[src/rtl/core/rlcrw_pkg.sv]
// shared codes and controller/datapath interface types of the receive window
package rlcrw_pkg;

    localparam logic [1:0] OP_DATA   = 2'd0;
    localparam logic [1:0] OP_MOVE   = 2'd1;
    localparam logic [1:0] OP_REPORT = 2'd2;
    localparam logic [1:0] OP_BAD    = 2'd3;

    localparam logic [1:0] RES_REPORT   = 2'd0;
    localparam logic [1:0] RES_DELIVER  = 2'd1;
    localparam logic [1:0] RES_MOVE_ACK = 2'd2;
    localparam logic [1:0] RES_ERROR    = 2'd3;

    localparam logic [1:0] FRAG_MIDDLE = 2'd0;
    localparam logic [1:0] FRAG_FIRST  = 2'd1;
    localparam logic [1:0] FRAG_LAST   = 2'd2;
    localparam logic [1:0] FRAG_WHOLE  = 2'd3;

    // slot memory read address select
    localparam logic [1:0] ASEL_IDX   = 2'd0;
    localparam logic [1:0] ASEL_PTR   = 2'd1;
    localparam logic [1:0] ASEL_POSM1 = 2'd2;

    // walk pointer operations
    localparam logic [2:0] PTR_HOLD  = 3'd0;
    localparam logic [2:0] PTR_ZERO  = 3'd1;
    localparam logic [2:0] PTR_INC   = 3'd2;
    localparam logic [2:0] PTR_DEC   = 3'd3;
    localparam logic [2:0] PTR_IDXM1 = 3'd4;
    localparam logic [2:0] PTR_IDXP1 = 3'd5;
    localparam logic [2:0] PTR_POS   = 3'd6;

    typedef struct packed {
        logic       cap;
        logic [1:0] asel;
        logic [2:0] ptr_op;
        logic       first_idx;
        logic       first_ptr;
        logic       set_ne;
        logic       commit;
        logic       copy;
        logic       mv_pend;
        logic       mv_fin;
        logic       hide;
        logic       ld_out;
        logic [1:0] okind;
        logic       olast;
    } t_cmd;

    typedef struct packed {
        logic [1:0] op;
        logic [1:0] frag;
        logic       stale;
        logic       beyond;
        logic       mv_fwd;
        logic       mv_fault;
        logic       idx_recv;
        logic       idx_zero;
        logic       idx_last;
        logic       pend_match;
        logic       oos;
        logic       rpt_ok;
        logic       rd_sdu_ne;
        logic [1:0] rd_kind;
        logic       e_recv;
        logic       ptr_zero;
        logic       ptr_last;
        logic       cum_stop;
        logic       pos_full;
        logic       out_free;
    } t_sts;

endpackage

[src/rtl/core/rlcrw_ctrl.sv]
// sequencing state machine of the receive window
module rlcrw_ctrl (
    input  logic            i_clk,
    input  logic            i_rst_n,
    input  logic            i_in_valid,
    input  rlcrw_pkg::t_sts i_sts,
    output logic            o_in_ready,
    output rlcrw_pkg::t_cmd o_cmd
);
    import rlcrw_pkg::*;

    localparam logic [4:0] S_IDLE   = 5'd0;
    localparam logic [4:0] S_DEC    = 5'd1;
    localparam logic [4:0] S_DUP    = 5'd2;
    localparam logic [4:0] S_SRCH   = 5'd3;
    localparam logic [4:0] S_BRD    = 5'd4;
    localparam logic [4:0] S_BEV    = 5'd5;
    localparam logic [4:0] S_FRD    = 5'd6;
    localparam logic [4:0] S_FEV    = 5'd7;
    localparam logic [4:0] S_COMMIT = 5'd8;
    localparam logic [4:0] S_RPT    = 5'd9;
    localparam logic [4:0] S_CUM    = 5'd10;
    localparam logic [4:0] S_ROUT   = 5'd11;
    localparam logic [4:0] S_DLV    = 5'd12;
    localparam logic [4:0] S_ERR    = 5'd13;
    localparam logic [4:0] S_MPEND  = 5'd14;
    localparam logic [4:0] S_CRD    = 5'd15;
    localparam logic [4:0] S_CWR    = 5'd16;
    localparam logic [4:0] S_MFIN   = 5'd17;
    localparam logic [4:0] S_MACK   = 5'd18;

    logic [4:0] r_state, n_state;
    logic       r_phase, n_phase;   // second report of a data PDU
    logic       r_dlv, n_dlv;       // an SDU is to be announced
    logic       r_oos, n_oos;
    logic       r_hide, n_hide;     // report must not see the new slot yet

    assign o_in_ready = (r_state == S_IDLE);

    always_ff @(posedge i_clk) begin
        if (!i_rst_n) begin
            r_state <= S_IDLE;
            r_phase <= 1'b0;
            r_dlv   <= 1'b0;
            r_oos   <= 1'b0;
            r_hide  <= 1'b0;
        end else begin
            r_state <= n_state;
            r_phase <= n_phase;
            r_dlv   <= n_dlv;
            r_oos   <= n_oos;
            r_hide  <= n_hide;
        end
    end

    always_comb begin
        logic back_ok;
        back_ok = 1'b0;
        o_cmd   = '0;
        n_state = r_state;
        n_phase = r_phase;
        n_dlv   = r_dlv;
        n_oos   = r_oos;
        n_hide  = r_hide;
        unique case (r_state)
            S_IDLE: begin
                if (i_in_valid) begin
                    o_cmd.cap = 1'b1;
                    n_phase = 1'b0;
                    n_dlv   = 1'b0;
                    n_oos   = 1'b0;
                    n_hide  = 1'b0;
                    n_state = S_DEC;
                end
            end
            S_DEC: begin
                o_cmd.asel = (i_sts.op == OP_MOVE) ? ASEL_POSM1 : ASEL_IDX;
                unique case (i_sts.op)
                    OP_DATA: begin
                        priority if (i_sts.stale) n_state = S_IDLE;
                        else if (i_sts.beyond)    n_state = S_ERR;
                        else                      n_state = S_DUP;
                    end
                    OP_MOVE: begin
                        o_cmd.ptr_op = PTR_POS;
                        priority if (i_sts.mv_fault) n_state = S_ERR;
                        else if (!i_sts.mv_fwd)      n_state = S_MACK;
                        else                         n_state = S_MPEND;
                    end
                    OP_REPORT: n_state = S_RPT;
                    default:   n_state = S_ERR;
                endcase
            end
            S_DUP: begin
                n_oos = i_sts.oos;
                if (i_sts.idx_recv) begin
                    if (i_sts.rd_sdu_ne) begin
                        n_state = S_ERR;
                    end else begin
                        o_cmd.set_ne = 1'b1;
                        n_state = i_sts.oos ? S_RPT : S_IDLE;
                    end
                end else begin
                    n_state = S_SRCH;
                end
            end
            S_SRCH: begin
                priority if (i_sts.frag == FRAG_WHOLE) begin
                    o_cmd.first_idx = 1'b1;
                    n_dlv   = 1'b1;
                    n_state = S_COMMIT;
                end else if (i_sts.frag == FRAG_FIRST) begin
                    back_ok = 1'b1;
                end else if (i_sts.idx_zero) begin
                    if (!i_sts.pend_match) n_state = S_ERR;
                    else                   back_ok = 1'b1;
                end else begin
                    o_cmd.ptr_op = PTR_IDXM1;
                    n_state = S_BRD;
                end
                if (back_ok) begin
                    o_cmd.first_idx = 1'b1;
                    priority if (i_sts.frag == FRAG_LAST) begin
                        n_dlv   = 1'b1;
                        n_state = S_COMMIT;
                    end else if (i_sts.idx_last) begin
                        n_state = S_COMMIT;
                    end else begin
                        o_cmd.ptr_op = PTR_IDXP1;
                        n_state = S_FRD;
                    end
                end
            end
            S_BRD: begin
                o_cmd.asel = ASEL_PTR;
                n_state = S_BEV;
            end
            S_BEV: begin
                priority if (!i_sts.e_recv) begin
                    n_state = S_COMMIT;
                end else if (i_sts.rd_sdu_ne) begin
                    n_state = S_ERR;
                end else if (i_sts.rd_kind == FRAG_FIRST) begin
                    o_cmd.first_ptr = 1'b1;
                    priority if (i_sts.frag == FRAG_LAST) begin
                        n_dlv   = 1'b1;
                        n_state = S_COMMIT;
                    end else if (i_sts.idx_last) begin
                        n_state = S_COMMIT;
                    end else begin
                        o_cmd.ptr_op = PTR_IDXP1;
                        n_state = S_FRD;
                    end
                end else if (i_sts.rd_kind != FRAG_MIDDLE) begin
                    n_state = S_ERR;
                end else if (i_sts.ptr_zero) begin
                    n_state = S_COMMIT;
                end else begin
                    o_cmd.ptr_op = PTR_DEC;
                    n_state = S_BRD;
                end
            end
            S_FRD: begin
                o_cmd.asel = ASEL_PTR;
                n_state = S_FEV;
            end
            S_FEV: begin
                priority if (!i_sts.e_recv) begin
                    n_state = S_COMMIT;
                end else if (i_sts.rd_sdu_ne) begin
                    n_state = S_ERR;
                end else if (i_sts.rd_kind == FRAG_LAST) begin
                    n_dlv   = 1'b1;
                    n_state = S_COMMIT;
                end else if (i_sts.rd_kind != FRAG_MIDDLE) begin
                    n_state = S_ERR;
                end else if (i_sts.ptr_last) begin
                    n_state = S_COMMIT;
                end else begin
                    o_cmd.ptr_op = PTR_INC;
                    n_state = S_FRD;
                end
            end
            S_COMMIT: begin
                o_cmd.commit = 1'b1;
                n_hide = 1'b1;
                priority if (r_oos) n_state = S_RPT;
                else if (r_dlv)     n_state = S_DLV;
                else                n_state = S_IDLE;
            end
            S_RPT: begin
                if (i_sts.rpt_ok) begin
                    o_cmd.ptr_op = PTR_ZERO;
                    n_state = S_CUM;
                end else begin
                    n_state = (!r_phase && r_dlv) ? S_DLV : S_IDLE;
                end
            end
            S_CUM: begin
                o_cmd.hide = r_hide;
                if (i_sts.cum_stop) n_state = S_ROUT;
                else                o_cmd.ptr_op = PTR_INC;
            end
            S_ROUT: begin
                o_cmd.hide = r_hide;
                if (i_sts.out_free) begin
                    o_cmd.ld_out = 1'b1;
                    o_cmd.okind  = RES_REPORT;
                    o_cmd.olast  = r_phase || !r_dlv;
                    n_state = (!r_phase && r_dlv) ? S_DLV : S_IDLE;
                end
            end
            S_DLV: begin
                if (i_sts.out_free) begin
                    o_cmd.ld_out = 1'b1;
                    o_cmd.okind  = RES_DELIVER;
                    o_cmd.olast  = !i_sts.rpt_ok;
                    n_phase = 1'b1;
                    n_hide  = 1'b0;
                    n_state = S_RPT;
                end
            end
            S_ERR: begin
                if (i_sts.out_free) begin
                    o_cmd.ld_out = 1'b1;
                    o_cmd.okind  = RES_ERROR;
                    o_cmd.olast  = 1'b1;
                    n_state = S_IDLE;
                end
            end
            S_MPEND: begin
                o_cmd.mv_pend = 1'b1;
                n_state = i_sts.pos_full ? S_MFIN : S_CRD;
            end
            S_CRD: begin
                o_cmd.asel = ASEL_PTR;
                n_state = S_CWR;
            end
            S_CWR: begin
                o_cmd.copy   = 1'b1;
                o_cmd.ptr_op = PTR_INC;
                n_state = i_sts.ptr_last ? S_MFIN : S_CRD;
            end
            S_MFIN: begin
                o_cmd.mv_fin = 1'b1;
                n_state = S_MACK;
            end
            S_MACK: begin
                if (i_sts.out_free) begin
                    o_cmd.ld_out = 1'b1;
                    o_cmd.okind  = RES_MOVE_ACK;
                    o_cmd.olast  = 1'b1;
                    n_state = S_IDLE;
                end
            end
            default: n_state = S_IDLE;
        endcase
    end

endmodule

[src/rtl/core/rlcrw_dp.sv]
// window state, slot memory, walk pointer and result register of the receive window
module rlcrw_dp #(
    parameter int WINDOW_SIZE = 32
) (
    input  logic               i_clk,
    input  logic               i_rst_n,
    input  rlcrw_pkg::t_cmd    i_cmd,
    output rlcrw_pkg::t_sts    o_sts,
    input  logic               i_cfg_valid,
    input  logic [31:0]        i_cfg_data,
    input  logic [1:0]         i_op,
    input  logic [31:0]        i_seq_num,
    input  logic [15:0]        i_sdu_id,
    input  logic [1:0]         i_frag_kind,
    input  logic [31:0]        i_now_time,
    input  logic               i_out_ready,
    output logic               o_out_valid,
    output logic [1:0]         o_kind,
    output logic signed [32:0] o_ack_last_sn,
    output logic [31:0]        o_bitmap_first_sn,
    output logic [31:0]        o_bitmap,
    output logic [5:0]         o_bitmap_len,
    output logic [15:0]        o_out_sdu_id,
    output logic               o_last
);
    import rlcrw_pkg::*;

    localparam int IW = (WINDOW_SIZE > 1) ? $clog2(WINDOW_SIZE) : 1;
    localparam int CW = $clog2(WINDOW_SIZE + 1);
    localparam int BW = (WINDOW_SIZE > 32) ? WINDOW_SIZE : 32;

    // captured item
    logic [1:0]  r_op;
    logic [31:0] r_seq;
    logic [15:0] r_sdu;
    logic [1:0]  r_frag;
    logic [31:0] r_now;

    // window state
    logic [WINDOW_SIZE-1:0] r_recv;
    logic [17:0]            r_mem [WINDOW_SIZE];
    logic [17:0]            r_rdata;
    logic [31:0]            r_ws;
    logic [31:0]            r_ne;
    logic                   r_pend_none;
    logic [15:0]            r_pend_sdu;
    logic [31:0]            r_last_time;
    logic [31:0]            r_min;

    logic [CW-1:0] r_ptr;
    logic [IW-1:0] r_first;
    logic          r_cur_none;
    logic [15:0]   r_cur_sdu;

    logic               r_ovalid;
    logic [1:0]         r_okind;
    logic signed [32:0] r_oack;
    logic [31:0]        r_obfs;
    logic [31:0]        r_obm;
    logic [5:0]         r_olen;
    logic [15:0]        r_osdu;
    logic               r_olast;

    logic [31:0]            diff;
    logic [IW-1:0]          idx;
    logic [IW-1:0]          posm1;
    logic [CW-1:0]          pos;
    logic [IW-1:0]          ptr_idx;
    logic [IW-1:0]          raddr;
    logic [15:0]            rd_sdu;
    logic [1:0]             rd_kind;
    logic [15:0]            pend_eff;
    logic [WINDOW_SIZE-1:0] vec;
    logic [WINDOW_SIZE-1:0] shifted;
    logic [BW-1:0]          shx;
    logic [32:0]            sum33;
    logic [32:0]            sum_m1;
    logic signed [32:0]     rpt_ack;
    logic                   full;
    logic [CW-1:0]          rem;
    logic [5:0]             rpt_len;
    logic                   out_free;

    assign diff    = r_seq - r_ws;
    assign idx     = diff[IW-1:0];
    assign posm1   = IW'(diff - 32'd1);
    assign pos     = diff[CW-1:0];
    assign ptr_idx = r_ptr[IW-1:0];
    assign rd_sdu  = r_rdata[17:2];
    assign rd_kind = r_rdata[1:0];
    assign pend_eff = r_pend_none ? r_sdu : r_pend_sdu;
    assign out_free = !r_ovalid || i_out_ready;

    // the slot just taken stays out of the first report of its item
    assign vec = r_recv & ~(i_cmd.hide ? (WINDOW_SIZE'(1) << idx) : '0);

    // report fields from the cumulative count held in the walk pointer
    assign full    = (r_ptr == CW'(WINDOW_SIZE));
    assign shifted = vec >> r_ptr;
    assign shx     = BW'(shifted);
    assign sum33   = {1'b0, r_ws} + 33'(r_ptr);
    assign sum_m1  = sum33 - 33'd1;
    assign rem     = CW'(WINDOW_SIZE) - r_ptr;
    assign rpt_len = (32'(rem) > 32'd32) ? 6'd32 : 6'(rem);

    always_comb begin
        if (sum33 == '0)      rpt_ack = '1;
        else if (sum_m1[32])  rpt_ack = {1'b0, sum_m1[31:0]};
        else                  rpt_ack = sum_m1;
    end

    always_comb begin
        unique case (i_cmd.asel)
            ASEL_IDX:   raddr = idx;
            ASEL_PTR:   raddr = ptr_idx;
            ASEL_POSM1: raddr = posm1;
            default:    raddr = idx;
        endcase
    end

    always_comb begin
        o_sts            = '0;
        o_sts.op         = r_op;
        o_sts.frag       = r_frag;
        o_sts.stale      = (r_seq < r_ws);
        o_sts.beyond     = (diff >= 32'(WINDOW_SIZE));
        o_sts.mv_fwd     = (r_seq > r_ws);
        o_sts.mv_fault   = (r_seq > r_ws) && (diff > 32'(WINDOW_SIZE));
        o_sts.idx_recv   = r_recv[idx];
        o_sts.idx_zero   = (idx == '0);
        o_sts.idx_last   = (idx == IW'(WINDOW_SIZE - 1));
        o_sts.pend_match = (pend_eff == r_sdu);
        o_sts.oos        = (r_seq != r_ne);
        o_sts.rpt_ok     = ((r_now - r_last_time) >= r_min);
        o_sts.rd_sdu_ne  = (rd_sdu != r_sdu);
        o_sts.rd_kind    = rd_kind;
        o_sts.e_recv     = r_recv[ptr_idx];
        o_sts.ptr_zero   = (r_ptr == '0);
        o_sts.ptr_last   = (r_ptr == CW'(WINDOW_SIZE - 1));
        o_sts.cum_stop   = full || !vec[ptr_idx];
        o_sts.pos_full   = (diff == 32'(WINDOW_SIZE));
        o_sts.out_free   = out_free;
    end

    // slot memory: one write and one registered read a cycle
    always_ff @(posedge i_clk) begin
        r_rdata <= r_mem[raddr];
        if (i_cmd.commit) begin
            r_mem[idx] <= {r_sdu, r_frag};
        end else if (i_cmd.copy) begin
            r_mem[IW'(r_ptr - pos)] <= r_rdata;
        end
    end

    // payload, walk pointer, first-slot, pending-carry and result registers
    always_ff @(posedge i_clk) begin
        if (i_cmd.cap) begin
            r_op   <= i_op;
            r_seq  <= i_seq_num;
            r_sdu  <= i_sdu_id;
            r_frag <= i_frag_kind;
            r_now  <= i_now_time;
        end
        unique case (i_cmd.ptr_op)
            PTR_ZERO:  r_ptr <= '0;
            PTR_INC:   r_ptr <= r_ptr + CW'(1);
            PTR_DEC:   r_ptr <= r_ptr - CW'(1);
            PTR_IDXM1: r_ptr <= CW'(idx) - CW'(1);
            PTR_IDXP1: r_ptr <= CW'(idx) + CW'(1);
            PTR_POS:   r_ptr <= pos;
            default:   r_ptr <= r_ptr;
        endcase
        if (i_cmd.first_idx) r_first <= idx;
        if (i_cmd.first_ptr) r_first <= ptr_idx;
        if (i_cmd.mv_pend) begin
            // pending SDU carried past the window edge by the last slot shifted out
            r_cur_none <= !r_recv[posm1] || (rd_kind >= FRAG_LAST);
            r_cur_sdu  <= rd_sdu;
        end
        if (i_cmd.ld_out) begin
            r_okind <= i_cmd.okind;
            r_olast <= i_cmd.olast;
            r_oack  <= '0;
            r_obfs  <= '0;
            r_obm   <= '0;
            r_olen  <= '0;
            r_osdu  <= '0;
            unique case (i_cmd.okind)
                RES_REPORT: begin
                    r_oack <= rpt_ack;
                    r_obfs <= full ? 32'd0 : sum33[31:0];
                    r_obm  <= shx[31:0];
                    r_olen <= rpt_len;
                end
                RES_DELIVER: begin
                    r_oack <= {1'b0, r_ws + 32'(r_first)};
                    r_osdu <= r_sdu;
                end
                RES_MOVE_ACK: begin
                    r_oack <= {1'b0, r_ws};
                    r_osdu <= r_sdu;
                end
                default: begin
                end
            endcase
        end
    end

    // control and window state
    always_ff @(posedge i_clk) begin
        if (!i_rst_n) begin
            r_recv      <= '0;
            r_ws        <= '0;
            r_ne        <= '0;
            r_pend_none <= 1'b1;
            r_pend_sdu  <= '0;
            r_last_time <= '0;
            r_min       <= '0;
            r_ovalid    <= 1'b0;
        end else begin
            if (i_cfg_valid) r_min <= i_cfg_data;
            if (i_cmd.set_ne) r_ne <= r_seq + 32'd1;
            if (i_cmd.commit) begin
                r_recv[idx] <= 1'b1;
                r_ne        <= r_seq + 32'd1;
                r_pend_none <= 1'b0;
                r_pend_sdu  <= pend_eff;
            end
            if (i_cmd.mv_fin) begin
                r_recv      <= r_recv >> pos;
                r_ws        <= r_seq;
                r_pend_none <= r_cur_none;
                r_pend_sdu  <= r_cur_sdu;
            end
            if (i_cmd.ld_out && (i_cmd.okind == RES_REPORT)) r_last_time <= r_now;
            if (i_cmd.ld_out)      r_ovalid <= 1'b1;
            else if (i_out_ready)  r_ovalid <= 1'b0;
        end
    end

    assign o_out_valid       = r_ovalid;
    assign o_kind            = r_okind;
    assign o_ack_last_sn     = r_oack;
    assign o_bitmap_first_sn = r_obfs;
    assign o_bitmap          = r_obm;
    assign o_bitmap_len      = r_olen;
    assign o_out_sdu_id      = r_osdu;
    assign o_last            = r_olast;

endmodule

[src/rtl/core/rlc_am_receive_window.sv]
// Receive window of an acknowledged-mode link receiver. One item is taken at a time
// on the input channel; results leave through an output register, so the next item
// is taken while the last result of the previous one still waits. After its transfer
// a placed data PDU is decoded, checked as a duplicate, searched backward and
// forward for its SDU one slot at a time as needed, and committed; a delivery and
// status report attempts follow where due, and a report that is sent counts its
// cumulative run slot by slot. A forward move copies the kept slots one at a time
// before the window edge moves. Each result may wait while the output register is
// not free. This stepping comes from the single read port of the slot memory,
// walked one slot at a time, and the slot-by-slot count of the cumulative
// acknowledgement. Configuration is always ready and is taken at once.
module rlc_am_receive_window #(
    parameter int WINDOW_SIZE = 32
) (
    input  logic               i_clk,
    input  logic               i_rst_n,
    input  logic               i_cfg_valid,
    output logic               o_cfg_ready,
    input  logic [31:0]        i_cfg_data,
    input  logic               i_in_valid,
    output logic               o_in_ready,
    input  logic [1:0]         i_op,
    input  logic [31:0]        i_seq_num,
    input  logic [15:0]        i_sdu_id,
    input  logic [1:0]         i_frag_kind,
    input  logic [31:0]        i_now_time,
    output logic               o_out_valid,
    input  logic               i_out_ready,
    output logic [1:0]         o_kind,
    output logic signed [32:0] o_ack_last_sn,
    output logic [31:0]        o_bitmap_first_sn,
    output logic [31:0]        o_bitmap,
    output logic [5:0]         o_bitmap_len,
    output logic [15:0]        o_out_sdu_id,
    output logic               o_last
);
    import rlcrw_pkg::*;

    t_cmd cmd;
    t_sts sts;

    assign o_cfg_ready = 1'b1;

    rlcrw_ctrl u_ctrl (
        .i_clk      (i_clk),
        .i_rst_n    (i_rst_n),
        .i_in_valid (i_in_valid),
        .i_sts      (sts),
        .o_in_ready (o_in_ready),
        .o_cmd      (cmd)
    );

    rlcrw_dp #(
        .WINDOW_SIZE (WINDOW_SIZE)
    ) u_dp (
        .i_clk             (i_clk),
        .i_rst_n           (i_rst_n),
        .i_cmd             (cmd),
        .o_sts             (sts),
        .i_cfg_valid       (i_cfg_valid),
        .i_cfg_data        (i_cfg_data),
        .i_op              (i_op),
        .i_seq_num         (i_seq_num),
        .i_sdu_id          (i_sdu_id),
        .i_frag_kind       (i_frag_kind),
        .i_now_time        (i_now_time),
        .i_out_ready       (i_out_ready),
        .o_out_valid       (o_out_valid),
        .o_kind            (o_kind),
        .o_ack_last_sn     (o_ack_last_sn),
        .o_bitmap_first_sn (o_bitmap_first_sn),
        .o_bitmap          (o_bitmap),
        .o_bitmap_len      (o_bitmap_len),
        .o_out_sdu_id      (o_out_sdu_id),
        .o_last            (o_last)
    );

endmodule

[config.mk]
export PLATFORM = sky130hd
export DESIGN_NAME = rlc_am_receive_window
export DESIGN_NICKNAME = d
export VERILOG_FILES = /design/src/rtl/core/rlcrw_pkg.sv /design/src/rtl/core/rlcrw_ctrl.sv /design/src/rtl/core/rlcrw_dp.sv /design/src/rtl/core/rlc_am_receive_window.sv
export SDC_FILE = /design/constraint.sdc
export NUM_CORES = 2
export LEC_CHECK = 0
export BUFFER_PORTS_ARGS = -buffer_cell sky130_fd_sc_hd__buf_4
export CAP_MARGIN = 20
export CORE_MARGIN = 8
export CORE_UTILIZATION = 55
export CTS_CLUSTER_DIAMETER = 50
export DETAILED_ROUTE_END_ITERATION = 8
export GPL_ROUTABILITY_DRIVEN = 0
export PLACE_DENSITY = 0.73
export REMOVE_ABC_BUFFERS = 1
export SYNTH_ARGS = -nofsm -noshare
export SYNTH_HDL_FRONTEND = slang
export SYNTH_HIERARCHICAL = 1
export SYNTH_SLANG_ARGS = --single-unit
[constraint.sdc]
create_clock -name i_clk -period 7.9 [get_ports i_clk]
set_clock_uncertainty 0.15 [all_clocks]
set_input_delay 0.395 -clock i_clk [delete_from_list [all_inputs] [get_ports i_clk]]
set_output_delay 0.395 -clock i_clk [all_outputs]
set_load 0.05 [all_outputs]
==> impl_metrics.sql <==
INSERT INTO impl_metrics (metric_group, metric, value, unit) VALUES
('synth', 'synth_top_family_by_area', 'multiplexers', ''),
('timing', 'final_period_minus_worst_setup_slack', '7.55', 'ns'),
('routing', 'drt-pass1-iter-count', '8', ''),
('layout', 'drive_above_1_share', '0.177', ''),
('floorplanning', 'floorplan.core_area', '0.0946', 'mm2'),
('global_routing', 'antenna_found_initial', '9', ''),
('hold_path', 'timing.hold.worst.start', 'i_cfg_valid', ''),
('synth', 'mappedNetlistArea', '0.0523', 'mm2'),
('synth', 'synth_warnings', '6', ''),
('critical_path', 'cp-start-kind', 'flop', ''),
('power', 'total_leakage_power', '0.0215', 'uW'),
('timing', 'timing.final.ws_setup', '0.350', 'ns'),
('status', 'outcome', 'finished clean', ''),
('hold_path', 'hold-path-endpoint', 'u_dp/r_min[8]', ''),
('clock_tree', 'cts_made_buffers', '116', ''),
('floorplanning', 'initial_core_util', '0.553', ''),
('placed_design', 'dp_slack', '0.512', 'ns'),
('clock_tree', 'cts_tree', 'done', ''),
('synth', 'synth_fa_ha_area_frac', '0.0326', ''),
('global_routing', 'globalRoute.totalOverflow', '0', ''),
('job', 'max-cap-violations', '0', ''),
('routing', 'remaining_drc_errors', '0', ''),
('floorplanning', 'die_area', '0.105', 'mm2'),
('timing', 'relSlewSlack', '0.285', ''),
('routing', 'detailroute.via_count', '37859', ''),
('routing', 'avgViaCountPerCell', '6.36', ''),
('timing', 'tightestPinTransition', '1.07', 'ns'),
('critical_path', 'r2r.worst_path.cells', '23', ''),
('layout', 'fill_cell_instance_count_of_the_final_layout', '6935', ''),
('synth', 'synth_simple_gate_area_frac', '0.112', ''),
('synth', 'postSynth.asyncResetShare', '0', ''),
('critical_path', 'critical_path_arrival', '7.84', 'ns'),
('floorplanning', 'ios', '246', ''),
('routing', 'drt_wl_total', '146', 'mm'),
('clock_tree', 'clock_sinks', '1015', ''),
('timing', 'drv_slew', '0', ''),
('synth', 'yosys.area_share.xor_xnor', '0.0372', ''),
('routing', 'routed_wire_length_per_instance', '24.6', 'um'),
('routing', 'dr.first_iter.drc_count', '4907', ''),
('layout', 'syn_to_final_growth', '16.1', '%'),
('global_routing', 'grt_start_max_net_pins', '109', ''),
('synth', 'seq_area_frac_synth', '0.544', ''),
('critical_path', 'worst_ep_required_time', '8.19', 'ns'),
('global_routing', 'grt_pass1_vias', '36068', ''),
('critical_path', 'timing.rr.end', 'u_dp/r_ptr[4]', ''),
('timing', 'setup_viol', '0', ''),
('placed_design', 'port_buffers', '244', ''),
('layout', 'fin_nets', '4835', ''),
('timing', 'grt_setup_unrepaired', 'no', ''),
('hold_path', 'hold_path_depth', '3', ''),
('critical_path', 'critPathKind', 'flop to flop', ''),
('placed_design', 'place.detailed.hpwl', '96.7', 'mm'),
('clock_tree', 'clkTransAtPathRegs', '0.06', 'ns'),
('routing', 'drtAntennaViolNets', '0', ''),
('critical_path', 'regToRegSetupSlack', '0.35', 'ns'),
('critical_path', 'r2r_start', 'u_dp/r_seq[1]', ''),
('synth', 'ys.flop_type', 'edfxtp_1', ''),
('timing', 'final.period_utilization', '0.956', ''),
('synth', 'ff_latch_count_synth', '1015', ''),
('synth', 'synth_compound_area_frac', '0.116', ''),
('hold_path', 'hp-class', 'input port to flop', ''),
('power', 'power-per-cell-area', '324', 'mW/mm2'),
('synth', 'netlist_instances', '4262', ''),
('clock_tree', 'root_cell_of_the_clock_tree', 'clkbuf_16', ''),
('critical_path', 'crit_fanout', '18', ''),
('synth', 'synth_cell_types', '106', ''),
('floorplanning', 'fp.dieW', '324', 'um'),
('synth', 'avgSynthCellArea', '12.3', 'um2'),
('global_routing', 'gr-usage-all-layers', '0.269', ''),
('critical_path', 'worstSetupEndpointType', 'flop', ''),
('synth', 'synth_edf_count', '810', ''),
('timing', 'timing.fmax', '0.132', 'GHz'),
('timing', 'hold_viol_final', '0', ''),
('layout', 'layout.cells.most_common', 'edfxtp_1', ''),
('global_routing', 'grt_pass1_wl', '219', 'mm'),
('floorplanning', 'placementRows', '113', ''),
('synth', 'post_synth_mux_area_share', '0.127', ''),
('clock_tree', 'clock_path_buffers', '3', ''),
('power', 'p_total', '19600', 'uW'),
('clock_tree', 'clock_insertion_delay_worst_skew', '0.73', 'ns'),
('layout', 'layout.cells.most_common_list', 'edfxtp_1, nand2_1, buf_4, nor2_1, dfxtp_1', ''),
('power', 'ir_drop', '338', 'uV'),
('clock_tree', 'htree_levels', '3', ''),
('floorplanning', 'die_y', '324', 'um');
[stage by stage]
| step | hold WS [ns] | utilization | std cells | instance area [um2] | TNS [ns] |
|---|---|---|---|---|---|
| after floorplan | 0.287 | - | 4000 | 51200 | -84.01 |
| after global placement | 0.295 | 0.587 | 5602 | 55500 | 0 |
| after detailed placement | 0.304 | 0.587 | 5604 | 55500 | 0 |
| after CTS | 0.0888 | 0.641 | 5941 | 60600 | 0 |
| after global routing | 0.128 | 0.642 | 5952 | 60700 | 0 |
| final | 0.143 | 0.642 | 5953 | 60700 | 0 |
[state kept, by name, indices dropped and copies added (netlist names), 2 cells and up]
name / cells
u_dp/r_mem: 576
u_dp/o_ack_last_sn: 33
u_dp/o_bitmap: 32
u_dp/o_bitmap_first_sn: 32
u_dp/r_last_time: 32
u_dp/r_min: 32
u_dp/r_ne: 32
u_dp/r_now: 32
u_dp/r_recv: 32
u_dp/r_seq: 32
u_dp/r_ws: 32
u_dp/r_rdata: 18
u_dp/o_out_sdu_id: 16
u_dp/r_cur_sdu: 16
u_dp/r_pend_sdu: 16
u_dp/r_sdu: 16
u_dp/o_bitmap_len: 6
u_dp/r_ptr: 6
u_ctrl/r_state: 5
u_dp/r_first: 5
u_dp/o_kind: 2
u_dp/r_frag: 2
u_dp/r_op: 2
[worst max-delay path by stage]
stage | start | end | slack (ns) | cells past startpoint
2_1_floorplan | u_dp/r_seq[0] | u_dp/r_rdata[0] | -4.20 | 12
3_3_place_gp | u_dp/r_seq[1] | u_dp/r_ptr[4] | 0.81 | 23
3_5_place_dp | u_dp/r_seq[1] | u_dp/r_ptr[4] | 0.51 | 23
4_1_cts | u_dp/r_seq[1] | u_dp/r_ptr[4] | 0.52 | 23
5_1_grt | u_dp/r_ws[1] | u_dp/r_ptr[4] | 0.03 | 25
6_report | u_dp/r_seq[1] | u_dp/r_ptr[4] | 0.35 | 23
[metal layers]
metal / vias to the layer above / track usage / routed length (um)
met5: - / 0 / 19
met4: 4 / 0.105 / 6180
met3: 401 / 0.0464 / 13600
met2: 2105 / 0.435 / 68600
met1: 18468 / 0.365 / 57800
li1: 16881 / - / -
[cells by family (layout without fill, tap and decap cells)]
family / Yosys count / in the layout
flops: 1015 / 1015
xor+xnor: 221 / 221
simple gates: 1176 / 1176
buf+inv: 416 / 836
other cells: 1 / 7
compound gates: 886 / 886
mux: 414 / 414
fa+ha+maj: 133 / 133
[critical path, cell delays in order (launching register included)]
cell,delay [ns]
edfxtp_1,0.60
inv_1,0.12
fa_2,0.70
inv_1,0.43
ha_1,0.52
nand3_1,0.21
o31ai_1,0.51
mux2i_1,0.23
mux4_2,0.55
mux2i_1,0.26
nor2_1,0.07
a31oi_1,0.31
or3_4,0.21
nand2_1,0.06
a211o_1,0.39
nand3b_1,0.39
buf_4,0.24
o21ai_0,0.34
nand3_1,0.15
xnor2_1,0.14
o21ai_0,0.28
o21a_1,0.15
o22ai_1,0.07
a21o_1,0.20
[synth_stat cells, types with 44 or more instances]
master / count / share of area
mux2i_1: 173 / 0.033
and2_1: 67 / 0.0080
a21oi_1: 192 / 0.018
o22ai_1: 72 / 0.0086
o21ai_0: 132 / 0.013
a21boi_0: 44 / 0.0063
mux2_2: 47 / 0.010
mux4_2: 194 / 0.084
nand3_1: 99 / 0.0095
xnor2_1: 141 / 0.024
clkbuf_1: 189 / 0.014
dfxtp_1: 205 / 0.079
edfxtp_1: 810 / 0.47
nor2b_1: 137 / 0.016
nor3_1: 63 / 0.0060
nand2_1: 354 / 0.025
a21o_1: 47 / 0.0067
a211oi_1: 68 / 0.0098
xor2_1: 79 / 0.013
nor2_1: 234 / 0.017
ha_1: 128 / 0.031
inv_1: 151 / 0.011
[final cells by class]
type	count	area [um2]	share of cell area
tap	1265	1580	0.0261
inverter	154	581	0.00957
timing repair buffer	463	3860	0.0636
clock buffer	144	3080	0.0508
antenna	6	15.0	0.000247
multi-input combinational	2831	22300	0.368
clock inverter	75	817	0.0135
sequential	1015	28400	0.468
[repair_timing]
item | 4_1_cts | 5_1_grt
setup endpoints to repair | 0 | 3
hold buffers | 118 | 0
hold endpoints to repair | 119 | 0
resized for setup | 0 | 2
buffers inserted | 0 | 3
[power breakdown]
part / total (uW) / switching, uW / internal [uW] / leakage (uW)
Clock: 5360 / 2280 / 3090 / 0.00189
Sequential: 6960 / 517 / 6450 / 0.00906
Combinational: 7320 / 4390 / 2930 / 0.0106
Total: 19600 / 7180 / 12500 / 0.0215
No activity file was read; power rests on OpenSTA's default activity.
